===== config.mk =====
export PLATFORM = sky130hd
export DESIGN_NAME = vfd_frame_command_formatter_core
export DESIGN_NICKNAME = d
export VERILOG_FILES = /design/src/sv/vfdfc_pkg.sv /design/src/sv/vfdfc_front.sv /design/src/sv/vfdfc_queue.sv /design/src/sv/vfdfc_back.sv /design/src/sv/vfd_frame_command_formatter_core.sv
export SDC_FILE = /design/constraint.sdc
export NUM_CORES = 1
export LEC_CHECK = 0
export BUFFER_PORTS_ARGS = -buffer_cell sky130_fd_sc_hd__buf_2
export CELL_PAD_IN_SITES_DETAIL_PLACEMENT = 0
export CELL_PAD_IN_SITES_GLOBAL_PLACEMENT = 2
export CORE_ASPECT_RATIO = 1.5
export CORE_MARGIN = 4
export CORE_UTILIZATION = 44
export CTS_BUF_LIST = sky130_fd_sc_hd__clkbuf_8
export DETAILED_ROUTE_END_ITERATION = 8
export GPL_TIMING_DRIVEN = 0
export PLACE_DENSITY = 0.91
export SLEW_MARGIN = 20
export SYNTH_ARGS = -nofsm -noshare
export SYNTH_HDL_FRONTEND = slang
export SYNTH_SLANG_ARGS = --single-unit

===== constraint.sdc =====
create_clock -name clk -period 4.8 [get_ports clk]
set_input_delay 0.24 -clock clk [delete_from_list [all_inputs] [get_ports clk]]
set_output_delay 0.24 -clock clk [all_outputs]
set_load 0.01 [all_outputs]

===== src/sv/vfdfc_pkg.sv =====
`timescale 1ns / 1ps
// ----------------------------------------------------------------------------
// vfdfc_pkg
// Shared types, codes and helper functions of the display command formatter.
// ----------------------------------------------------------------------------
package vfdfc_pkg;

  // Frame geometry defaults and limits
  localparam int COLUMNS_DEF = 9;
  localparam int ROWS_DEF    = 1;
  localparam int ADDR_W      = 6;   // 16 columns x 4 rows at most

  // Request codes
  localparam logic [2:0] REQ_WRITE     = 3'd0;
  localparam logic [2:0] REQ_CLEAR     = 3'd1;
  localparam logic [2:0] REQ_FLUSH     = 3'd2;
  localparam logic [2:0] REQ_BACKLIGHT = 3'd3;
  localparam logic [2:0] REQ_REC_LED   = 3'd4;

  // Configuration register indexes
  localparam int CFG_INDEX_W = 1;
  localparam int CFG_DATA_W  = 10;
  localparam logic [CFG_INDEX_W-1:0] CFG_ON_BRIGHTNESS  = 1'd0;
  localparam logic [CFG_INDEX_W-1:0] CFG_OFF_BRIGHTNESS = 1'd1;
  localparam logic [CFG_DATA_W-1:0]  ON_BRIGHTNESS_RST  = 10'd1000;
  localparam logic [CFG_DATA_W-1:0]  OFF_BRIGHTNESS_RST = 10'd0;

  // Command bytes
  localparam logic [7:0] BYTE_LEAD      = 8'ha0;
  localparam logic [7:0] BYTE_ZERO      = 8'h00;
  localparam logic [7:0] BYTE_FRAME     = 8'h80;
  localparam logic [7:0] BYTE_FRAME_ARG = 8'h8a;
  localparam logic [7:0] BYTE_BACKLIGHT = 8'h50;
  localparam logic [7:0] BYTE_REC_LED   = 8'h32;
  localparam logic [7:0] BYTE_ONE_ARG   = 8'h81;
  localparam logic [7:0] SPACE_CHAR     = 8'h20;

  // Header byte positions
  localparam logic [2:0] HDR_POS_LEAD = 3'd0;
  localparam logic [2:0] HDR_POS_ZERO = 3'd1;
  localparam logic [2:0] HDR_POS_B2   = 3'd2;
  localparam logic [2:0] HDR_POS_B3   = 3'd3;
  localparam logic [2:0] HDR_POS_LAST = 3'd4;

  typedef struct packed {
    logic [2:0] req_type;
    logic [3:0] column;
    logic [1:0] row;
    logic [7:0] char_code;
    logic       switch_on;
  } in_item_t;

  typedef struct packed {
    logic [7:0] out_byte;
    logic       last;
  } out_item_t;

  typedef enum logic [1:0] {
    CMD_WRITE,
    CMD_CLEAR,
    CMD_FLUSH,
    CMD_EMIT
  } cmd_kind_t;

  // Classified command passed from front to back
  typedef struct packed {
    cmd_kind_t         kind;
    logic [ADDR_W-1:0] addr;
    logic [7:0]        char_code;
    logic [7:0]        b2;
    logic [7:0]        b3;
    logic [7:0]        b4;
  } cmd_t;

  typedef enum logic [1:0] {
    BK_IDLE,
    BK_HDR,
    BK_CELL
  } back_state_t;

  function automatic logic [7:0] level_code(input logic [CFG_DATA_W-1:0] level);
    logic [7:0] code;
    if (level < 10'd300) begin
      code = 8'd0;
    end else if (level >= 10'd700) begin
      code = 8'd1;
    end else begin
      code = 8'd2;
    end
    return code;
  endfunction

  // Fold case, strip accents, blank anything the display cannot show
  function automatic logic [7:0] sanitize(input logic [7:0] c_in);
    logic [7:0] c;
    logic [7:0] res;
    c = c_in;
    if ((c >= 8'd224 && c <= 8'd253) || (c >= 8'd97 && c <= 8'd122)) begin
      c = c - 8'd32;
    end
    if (c >= 8'd48 && c <= 8'd57) begin
      res = c;
    end else if (c >= 8'd65 && c <= 8'd90) begin
      res = c;
    end else if (c == 8'd42 || c == 8'd43 || c == 8'd45 || c == 8'd47) begin
      res = c;
    end else if (c == 8'd223) begin
      res = 8'd83;
    end else if (c >= 8'd192 && c <= 8'd197) begin
      res = 8'd65;
    end else if (c >= 8'd200 && c <= 8'd203) begin
      res = 8'd69;
    end else if (c >= 8'd204 && c <= 8'd207) begin
      res = 8'd73;
    end else if (c >= 8'd210 && c <= 8'd214) begin
      res = 8'd79;
    end else if (c >= 8'd217 && c <= 8'd220) begin
      res = 8'd85;
    end else begin
      res = SPACE_CHAR;
    end
    return res;
  endfunction

endpackage


===== src/sv/vfdfc_front.sv =====
`timescale 1ns / 1ps
// ----------------------------------------------------------------------------
// vfdfc_front
// Accepts request items, holds the brightness registers and turns each kept
// request into a command for the back end (out-of-frame writes and unused codes are dropped).
// ----------------------------------------------------------------------------
module vfdfc_front #(
  parameter int COLUMNS = vfdfc_pkg::COLUMNS_DEF,
  parameter int ROWS    = vfdfc_pkg::ROWS_DEF
) (
  input  logic                                 clk,
  input  logic                                 rst_n,
  input  logic                                 in_valid,
  output logic                                 in_stall,
  input  vfdfc_pkg::in_item_t                  in_item,
  input  logic                                 cfg_we,
  input  logic [vfdfc_pkg::CFG_INDEX_W-1:0]    cfg_index,
  input  logic [vfdfc_pkg::CFG_DATA_W-1:0]     cfg_wdata,
  output logic                                 push,
  output vfdfc_pkg::cmd_t                      push_cmd,
  input  logic                                 q_full
);

  logic [vfdfc_pkg::CFG_DATA_W-1:0] on_bright_r, on_bright_nxt;
  logic [vfdfc_pkg::CFG_DATA_W-1:0] off_bright_r, off_bright_nxt;
  logic                             keep;
  logic                             in_frame;

  always_comb begin
    on_bright_nxt  = on_bright_r;
    off_bright_nxt = off_bright_r;
    if (cfg_we) begin
      if (cfg_index == vfdfc_pkg::CFG_ON_BRIGHTNESS) begin
        on_bright_nxt = cfg_wdata;
      end
      if (cfg_index == vfdfc_pkg::CFG_OFF_BRIGHTNESS) begin
        off_bright_nxt = cfg_wdata;
      end
    end
  end

  always_ff @(posedge clk) begin
    if (!rst_n) begin
      on_bright_r  <= vfdfc_pkg::ON_BRIGHTNESS_RST;
      off_bright_r <= vfdfc_pkg::OFF_BRIGHTNESS_RST;
    end else begin
      on_bright_r  <= on_bright_nxt;
      off_bright_r <= off_bright_nxt;
    end
  end

  assign in_stall = q_full;
  assign in_frame = ({1'b0, in_item.column} < 5'(COLUMNS)) &&
                    ({1'b0, in_item.row} < 3'(ROWS));

  always_comb begin
    keep               = 1'b0;
    push_cmd.kind      = vfdfc_pkg::CMD_WRITE;
    push_cmd.addr      = vfdfc_pkg::ADDR_W'(in_item.row) *
                         vfdfc_pkg::ADDR_W'(COLUMNS) +
                         vfdfc_pkg::ADDR_W'(in_item.column);
    push_cmd.char_code = in_item.char_code;
    push_cmd.b2        = vfdfc_pkg::BYTE_FRAME;
    push_cmd.b3        = vfdfc_pkg::BYTE_FRAME_ARG;
    push_cmd.b4        = vfdfc_pkg::BYTE_FRAME_ARG;
    unique case (in_item.req_type)
      vfdfc_pkg::REQ_WRITE: begin
        keep          = in_frame;
        push_cmd.kind = vfdfc_pkg::CMD_WRITE;
      end
      vfdfc_pkg::REQ_CLEAR: begin
        keep          = 1'b1;
        push_cmd.kind = vfdfc_pkg::CMD_CLEAR;
      end
      vfdfc_pkg::REQ_FLUSH: begin
        keep          = 1'b1;
        push_cmd.kind = vfdfc_pkg::CMD_FLUSH;
      end
      vfdfc_pkg::REQ_BACKLIGHT: begin
        keep          = 1'b1;
        push_cmd.kind = vfdfc_pkg::CMD_EMIT;
        push_cmd.b2   = vfdfc_pkg::BYTE_BACKLIGHT;
        push_cmd.b3   = vfdfc_pkg::BYTE_ONE_ARG;
        push_cmd.b4   = vfdfc_pkg::level_code(in_item.switch_on ? on_bright_r
                                                                : off_bright_r);
      end
      vfdfc_pkg::REQ_REC_LED: begin
        keep          = 1'b1;
        push_cmd.kind = vfdfc_pkg::CMD_EMIT;
        push_cmd.b2   = vfdfc_pkg::BYTE_REC_LED;
        push_cmd.b3   = vfdfc_pkg::BYTE_ONE_ARG;
        push_cmd.b4   = {7'd0, in_item.switch_on};
      end
      default: begin
        keep = 1'b0;
      end
    endcase
  end

  assign push = in_valid && !q_full && keep;

endmodule


===== src/sv/vfdfc_queue.sv =====
`timescale 1ns / 1ps
// ----------------------------------------------------------------------------
// vfdfc_queue
// Two-entry command queue between front and back.
// ----------------------------------------------------------------------------
module vfdfc_queue (
  input  logic            clk,
  input  logic            rst_n,
  input  logic            push,
  input  vfdfc_pkg::cmd_t push_cmd,
  output logic            q_full,
  input  logic            pop,
  output vfdfc_pkg::cmd_t pop_cmd,
  output logic            q_avail
);

  vfdfc_pkg::cmd_t ent_r [2];
  logic            wr_ptr_r, wr_ptr_nxt;
  logic            rd_ptr_r, rd_ptr_nxt;
  logic [1:0]      count_r, count_nxt;

  assign q_full  = (count_r == 2'd2);
  assign q_avail = (count_r != 2'd0);
  assign pop_cmd = ent_r[rd_ptr_r];

  always_comb begin
    wr_ptr_nxt = wr_ptr_r;
    rd_ptr_nxt = rd_ptr_r;
    count_nxt  = count_r;
    if (push) begin
      wr_ptr_nxt = ~wr_ptr_r;
    end
    if (pop) begin
      rd_ptr_nxt = ~rd_ptr_r;
    end
    if (push && !pop) begin
      count_nxt = count_r + 2'd1;
    end else if (pop && !push) begin
      count_nxt = count_r - 2'd1;
    end
  end

  always_ff @(posedge clk) begin
    if (!rst_n) begin
      wr_ptr_r <= 1'b0;
      rd_ptr_r <= 1'b0;
      count_r  <= 2'd0;
    end else begin
      wr_ptr_r <= wr_ptr_nxt;
      rd_ptr_r <= rd_ptr_nxt;
      count_r  <= count_nxt;
    end
  end

  always_ff @(posedge clk) begin
    if (push) begin
      ent_r[wr_ptr_r] <= push_cmd;
    end
  end

endmodule


===== src/sv/vfdfc_back.sv =====
`timescale 1ns / 1ps
// ----------------------------------------------------------------------------
// vfdfc_back
// Executes commands: keeps the frame memory, emits header and cell bytes
// through a registered output stage.
// ----------------------------------------------------------------------------
module vfdfc_back #(
  parameter int COLUMNS = vfdfc_pkg::COLUMNS_DEF,
  parameter int ROWS    = vfdfc_pkg::ROWS_DEF
) (
  input  logic                 clk,
  input  logic                 rst_n,
  input  logic                 q_avail,
  input  vfdfc_pkg::cmd_t      pop_cmd,
  output logic                 pop,
  output logic                 out_valid,
  input  logic                 out_stall,
  output vfdfc_pkg::out_item_t out_item
);

  localparam int CELLS = COLUMNS * ROWS;
  localparam int AW    = (CELLS > 1) ? $clog2(CELLS) : 1;

  vfdfc_pkg::back_state_t state_r, state_nxt;
  vfdfc_pkg::cmd_t        cmd_r, cmd_nxt;
  logic [2:0]             hdr_pos_r, hdr_pos_nxt;
  logic [AW-1:0]          cell_idx_r, cell_idx_nxt;
  logic [CELLS-1:0]       vld_r, vld_nxt;
  logic                   out_valid_r, out_valid_nxt;
  vfdfc_pkg::out_item_t   out_item_r, out_item_nxt;

  logic [7:0]             mem [CELLS];
  logic [7:0]             rd_data_r;
  logic                   mem_we;
  logic [AW-1:0]          mem_waddr;
  logic [7:0]             mem_wdata;
  logic                   can_load;
  logic [7:0]             cell_clean;
  logic [7:0]             hdr_byte;

  assign can_load   = !out_valid_r || !out_stall;
  assign cell_clean = vfdfc_pkg::sanitize(vld_r[cell_idx_r] ? rd_data_r
                                                            : vfdfc_pkg::SPACE_CHAR);

  always_comb begin
    unique case (hdr_pos_r)
      vfdfc_pkg::HDR_POS_LEAD: hdr_byte = vfdfc_pkg::BYTE_LEAD;
      vfdfc_pkg::HDR_POS_ZERO: hdr_byte = vfdfc_pkg::BYTE_ZERO;
      vfdfc_pkg::HDR_POS_B2:   hdr_byte = cmd_r.b2;
      vfdfc_pkg::HDR_POS_B3:   hdr_byte = cmd_r.b3;
      default:                 hdr_byte = cmd_r.b4;
    endcase
  end

  always_comb begin
    state_nxt     = state_r;
    cmd_nxt       = cmd_r;
    hdr_pos_nxt   = hdr_pos_r;
    cell_idx_nxt  = cell_idx_r;
    vld_nxt       = vld_r;
    out_item_nxt  = out_item_r;
    out_valid_nxt = out_valid_r && out_stall;
    pop           = 1'b0;
    mem_we        = 1'b0;
    mem_waddr     = cell_idx_r;
    mem_wdata     = cell_clean;
    unique case (state_r)
      vfdfc_pkg::BK_IDLE: begin
        if (q_avail) begin
          pop = 1'b1;
          unique case (pop_cmd.kind)
            vfdfc_pkg::CMD_WRITE: begin
              mem_we             = 1'b1;
              mem_waddr          = pop_cmd.addr[AW-1:0];
              mem_wdata          = pop_cmd.char_code;
              vld_nxt[mem_waddr] = 1'b1;
            end
            vfdfc_pkg::CMD_CLEAR: begin
              vld_nxt = '0;
            end
            default: begin
              cmd_nxt      = pop_cmd;
              hdr_pos_nxt  = vfdfc_pkg::HDR_POS_LEAD;
              cell_idx_nxt = '0;
              state_nxt    = vfdfc_pkg::BK_HDR;
            end
          endcase
        end
      end
      vfdfc_pkg::BK_HDR: begin
        if (can_load) begin
          out_valid_nxt         = 1'b1;
          out_item_nxt.out_byte = hdr_byte;
          out_item_nxt.last     = (hdr_pos_r == vfdfc_pkg::HDR_POS_LAST) &&
                                  (cmd_r.kind == vfdfc_pkg::CMD_EMIT);
          hdr_pos_nxt           = hdr_pos_r + 3'd1;
          if (hdr_pos_r == vfdfc_pkg::HDR_POS_LAST) begin
            state_nxt = (cmd_r.kind == vfdfc_pkg::CMD_FLUSH) ? vfdfc_pkg::BK_CELL
                                                             : vfdfc_pkg::BK_IDLE;
          end
        end
      end
      vfdfc_pkg::BK_CELL: begin
        if (can_load) begin
          // Emit the cleaned cell and store it back
          out_valid_nxt         = 1'b1;
          out_item_nxt.out_byte = cell_clean;
          out_item_nxt.last     = (cell_idx_r == AW'(CELLS - 1));
          mem_we                = 1'b1;
          vld_nxt[cell_idx_r]   = 1'b1;
          if (cell_idx_r == AW'(CELLS - 1)) begin
            state_nxt = vfdfc_pkg::BK_IDLE;
          end else begin
            cell_idx_nxt = cell_idx_r + AW'(1);
          end
        end
      end
      default: begin
        state_nxt = vfdfc_pkg::BK_IDLE;
      end
    endcase
  end

  always_ff @(posedge clk) begin
    if (!rst_n) begin
      state_r     <= vfdfc_pkg::BK_IDLE;
      hdr_pos_r   <= vfdfc_pkg::HDR_POS_LEAD;
      cell_idx_r  <= '0;
      vld_r       <= '0;
      out_valid_r <= 1'b0;
    end else begin
      state_r     <= state_nxt;
      hdr_pos_r   <= hdr_pos_nxt;
      cell_idx_r  <= cell_idx_nxt;
      vld_r       <= vld_nxt;
      out_valid_r <= out_valid_nxt;
    end
  end

  always_ff @(posedge clk) begin
    cmd_r      <= cmd_nxt;
    out_item_r <= out_item_nxt;
  end

  // Frame memory: one write port, one registered read at the next cell
  always_ff @(posedge clk) begin
    if (mem_we) begin
      mem[mem_waddr] <= mem_wdata;
    end
    rd_data_r <= mem[cell_idx_nxt];
  end

  assign out_valid = out_valid_r;
  assign out_item  = out_item_r;

endmodule


===== src/sv/vfd_frame_command_formatter_core.sv =====
`timescale 1ns / 1ps
// An accepted request item reaches the output through the queue entry, the back-end command
// register and the output register. Throughput: one byte per cycle while out_stall is low;
// a flush sends the header then one byte per cell, a backlight or record-LED command the header.
// Reset (synchronous, rst_n low): queue and output empty, frame reads as spaces,
// on_brightness 1000, off_brightness 0.
// ----------------------------------------------------------------------------
// vfd_frame_command_formatter_core
// Character frame keeper and command byte formatter for a display of one line by default.
// ----------------------------------------------------------------------------
module vfd_frame_command_formatter_core #(
  parameter int COLUMNS = vfdfc_pkg::COLUMNS_DEF,
  parameter int ROWS    = vfdfc_pkg::ROWS_DEF
) (
  input  logic                              clk,
  input  logic                              rst_n,
  // Request channel
  input  logic                              in_valid,
  output logic                              in_stall,
  input  vfdfc_pkg::in_item_t               in_item,
  // Byte channel to the display link
  output logic                              out_valid,
  input  logic                              out_stall,
  output vfdfc_pkg::out_item_t              out_item,
  // Configuration writes
  input  logic                              cfg_we,
  input  logic [vfdfc_pkg::CFG_INDEX_W-1:0] cfg_index,
  input  logic [vfdfc_pkg::CFG_DATA_W-1:0]  cfg_wdata
);

  logic            push;
  vfdfc_pkg::cmd_t push_cmd;
  logic            q_full;
  logic            pop;
  vfdfc_pkg::cmd_t pop_cmd;
  logic            q_avail;

  // Front: classify requests, drop out-of-frame writes and unused codes,
  // resolve the backlight code from the brightness registers
  vfdfc_front #(
    .COLUMNS (COLUMNS),
    .ROWS    (ROWS)
  ) u_front (
    .clk       (clk),
    .rst_n     (rst_n),
    .in_valid  (in_valid),
    .in_stall  (in_stall),
    .in_item   (in_item),
    .cfg_we    (cfg_we),
    .cfg_index (cfg_index),
    .cfg_wdata (cfg_wdata),
    .push      (push),
    .push_cmd  (push_cmd),
    .q_full    (q_full)
  );

  // Hold commands while the back end works through a run
  vfdfc_queue u_queue (
    .clk      (clk),
    .rst_n    (rst_n),
    .push     (push),
    .push_cmd (push_cmd),
    .q_full   (q_full),
    .pop      (pop),
    .pop_cmd  (pop_cmd),
    .q_avail  (q_avail)
  );

  // Back: update the frame, emit header and cell bytes in order
  vfdfc_back #(
    .COLUMNS (COLUMNS),
    .ROWS    (ROWS)
  ) u_back (
    .clk       (clk),
    .rst_n     (rst_n),
    .q_avail   (q_avail),
    .pop_cmd   (pop_cmd),
    .pop       (pop),
    .out_valid (out_valid),
    .out_stall (out_stall),
    .out_item  (out_item)
  );

endmodule

==> impl_metrics.py <==
metrics = {
    "final_layout": {
        "design_area_sq_um": 9010,
        "final_core_util_pct": 50.2,
        "drive_gt1_share_pct": 15.8,
        "antenna_cells": 0,
        "multi_input_comb_area_sq_um": 2930,
        "nNetsFinal": 786,
        "final_cell_mix": "edfxtp_1 (129), nand2_1 (71), dfxtp_1 (48), buf_2 (46), nor2_1 (45)",
        "stdcell_count": 963,
        "fillCellCount": 1556,
        "seqCellArea_sq_um": 4830,
        "area_delta_synth_final_pct": 12.2,
        "final_common_cell": "edfxtp_1",
    },
    "sta": {
        "finalCriticalPeriod_ns": 4.37,
        "worst_pin_slew_ns": 0.987,
        "rsz0062_at_grt": "no",
        "setup_tns_ns": 0,
        "slew_headroom_pct": 33.8,
        "slew_violations": 0,
        "setup_viol": 0,
        "finalCritPeriodShare_pct": 91.0,
        "fin_hold_ws_ns": 0.0290,
        "skew_ns": 0.0114,
        "fmax_ghz": 0.229,
        "finalHoldViolCount": 0,
    },
    "worst_setup_path": {
        "reg2reg_slack_ns": 0.43,
        "cp_data_arrival_time_ns": 4.52,
        "r2r.worst_path.cells": 12,
        "critPathKind": "reg -> reg",
        "regToRegStartpoint": "u_back.cell_idx_r[0]",
        "required_ns": 4.96,
        "endpoint_kind": "register",
        "startpoint": "u_back.cell_idx_r[0]",
        "path_max_fanout": 10,
        "timing.rr.end": "u_back.mem[0][2]",
        "timing.critical_path.from_type": "register",
        "endpoint": "u_back.mem[0][2]",
    },
    "logic_synthesis": {
        "syn_nets": 715,
        "yosysWarnings": 0,
        "synth-edff-count": 129,
        "syn_inst": 662,
        "avgSynthCellArea_sq_um": 12.1,
        "ys_seq_area_share_pct": 60.2,
        "netlist_area_sq_um": 8030,
        "synth_top_flop_cell": "edfxtp_1",
        "synth-async-reset-ratio_pct": 0,
        "synth.ff_latch_count": 177,
        "synth.distinct_cells": 60,
    },
    "clock_network": {
        "post_cts_buffers": 0,
        "ctsHoldBuffers": 10,
        "insertion_delay_ns": 0.46,
        "cts_sinks": 177,
        "root_buffer": "clkbuf_8",
        "cts_max_level": 4,
        "cts_buffers": 17,
        "cts_buffer_depth": 2,
        "post_cts_resized": 0,
        "clk_pin_slew_ns": 0.10,
        "tritoncts": "built",
    },
    "pwr": {
        "power.leakage_nw": 3.11,
        "power_density_nw_per_um2": 390,
        "seq_power_share_pct": 52.9,
        "vdd_drop_max_mv": 0.174,
        "sw_frac_of_total_pct": 29.7,
        "clockPowerShare_pct": 28.3,
        "pwr-share-comb_pct": 18.8,
        "p_sw_mw": 1.04,
        "p_int_mw": 2.47,
    },
    "die": {
        "core-area_sq_um": 17900,
        "die-area_sq_um": 20500,
        "chipHeight_um": 173,
        "rows": 60,
        "die_x_um": 118,
        "initial_core_util_pct": 44.8,
        "ios": 45,
    },
    "routing": {
        "viasPerCell": 5.51,
        "drtIter0Drc": 374,
        "num_vias": 5303,
        "wl_per_cell_um": 18.0,
        "drcViolationCount": 0,
        "wirelength_mm": 17.3,
        "drt-pass1-iter-count": 5,
        "final_antenna_net_count": 0,
    },
    "place": {
        "dp.cells": 921,
        "gp_congestion": 0.818,
        "dp_hpwl_mm": 13.1,
        "port_buffers": 41,
        "placed_area_sq_um": 8530,
    },
    "global_route": {
        "antenna_found_initial": 0,
        "grt_util_all_layers_pct": 17.4,
        "grt_pass1_vias": 5406,
        "grt_pass1_wl_mm": 27.8,
        "grt_max_degree": 21,
        "grt-ovfl-total": 0,
    },
    "worst_hold_path": {
        "min_path_type": "in -> reg",
    },
    "run": {
        "maxCapViolCount": 0,
    },
    "outcome": {
        "status": "finished, final reports clean",
    },
}
## sequential cells by signal, summed over array words and instances (netlist names), named ones only
register,cells
u_front.on_bright_r,8
u_back.out_valid,1
u_back.cmd_r,8
u_back.cell_idx_r,4
u_back.state_r,2
u_queue.rd_ptr_r,1
u_front.off_bright_r,8
u_back.mem,72
u_queue.count_r,2
u_queue.wr_ptr_r,1
u_back.out_item,9
u_back.rd_data_r,8
u_queue.ent_r,40
u_back.hdr_pos_r,3
u_back.vld_r,9
## power by group through the flow
| stage | combinational [mW] | clock [mW] | sequential [mW] |
|---|---|---|---|
| 2_1_floorplan | 0.448 | 0 | 1.88 |
| 3_3_place_gp | 0.635 | 0 | 1.89 |
| 3_5_place_dp | 0.657 | 0 | 1.89 |
| 4_1_cts | 0.667 | 1.02 | 1.86 |
| 5_1_grt | 0.732 | 1.09 | 1.87 |
| 6_report | 0.660 | 0.993 | 1.86 |
## worst max-delay path, stage by stage, from the launching register on
cell,delay [ns]
dfxtp_1,0.39
buf_2,0.29
mux2i_1,0.25
nor2_1,0.06
o41a_2,0.54
and2_1,0.24
ha_1,0.34
and3b_1,0.24
a31oi_1,0.12
a211o_1,0.28
a21boi_0,0.39
a221oi_1,0.22
a21oi_1,0.69
## cell type report
class	count	area share, %
flip-flops and latches	177	53.7
multi-input cells	421	32.5
repair buffers	52	3.56
well taps	217	3.01
clock buffers	17	2.60
plain buffers	33	1.74
clock inverters	15	1.64
inverters	31	1.29
## worst min-delay path by stage
stage,start,endpoint,slack (ns),depth (start not counted)
finish,cfg_wdata[3],u_front.on_bright_r[3],0.03,3
global route,cfg_wdata[6],u_front.on_bright_r[6],0.01,3
CTS,cfg_wdata[9],u_front.on_bright_r[9],0.002,3
detailed placement,in_item[4],u_queue.ent_r[0][27],0.43,1
global placement,in_item[4],u_queue.ent_r[0][27],0.43,1
floorplan,in_item[1],u_queue.ent_r[0][24],0.34,0
## cells in the mapped netlist, types with 10 or more instances
| cell | number | area, sq um |
|---|---|---|
| nand2_1 | 71 | 267 |
| dfxtp_1 | 48 | 961 |
| o21ai_1 | 11 | 55.1 |
| inv_1 | 30 | 113 |
| clkbuf_1 | 22 | 82.6 |
| a21oi_1 | 27 | 135 |
| mux2i_1 | 20 | 200 |
| nor2_1 | 45 | 169 |
| a21boi_0 | 16 | 120 |
| mux4_2 | 16 | 360 |
| ha_1 | 18 | 225 |
| edfxtp_1 | 129 | 3870 |
| nand3_1 | 18 | 90.1 |
| o21ai_0 | 24 | 120 |
| o22ai_1 | 10 | 62.6 |
| and2_1 | 14 | 87.6 |
| nor2b_1 | 14 | 87.6 |
## stage by stage
| step | setup WS, ns | total power, mW |
|---|---|---|
| after CTS | 0.423 | 3.54 |
| after global routing | 0.171 | 3.69 |
| after floorplan | 1.40 | 2.33 |
| final | 0.434 | 3.51 |
| after global placement | 0.637 | 2.52 |
| after detailed placement | 0.486 | 2.55 |
## metal layers
metal  global-route usage [%]  vias to the layer above  wire (um)
met1                     19.0                     2577       6660
met2                     32.8                      118       9830
met3                     4.02                       18        587
met5                        0                        -          0
met4                     5.72                        0        266
li1                         -                     2590          -
## cells by family (layout without fill, tap and decap cells)
logic type / count (synthesis) / count (layout) / share of synthesized area [%]
AO/OA/AOI/OAI: 144 / 144 / 11.8
XOR/XNOR: 9 / 9 / 0.981
adder cells (fa/ha/maj): 19 / 19 / 3.05
buffers and inverters: 64 / 148 / 3.40
flip-flops: 177 / 177 / 60.2
multiplexers: 45 / 45 / 8.27
AND/OR/NAND/NOR: 204 / 204 / 12.3
Power figures use the tool's default switching activity.
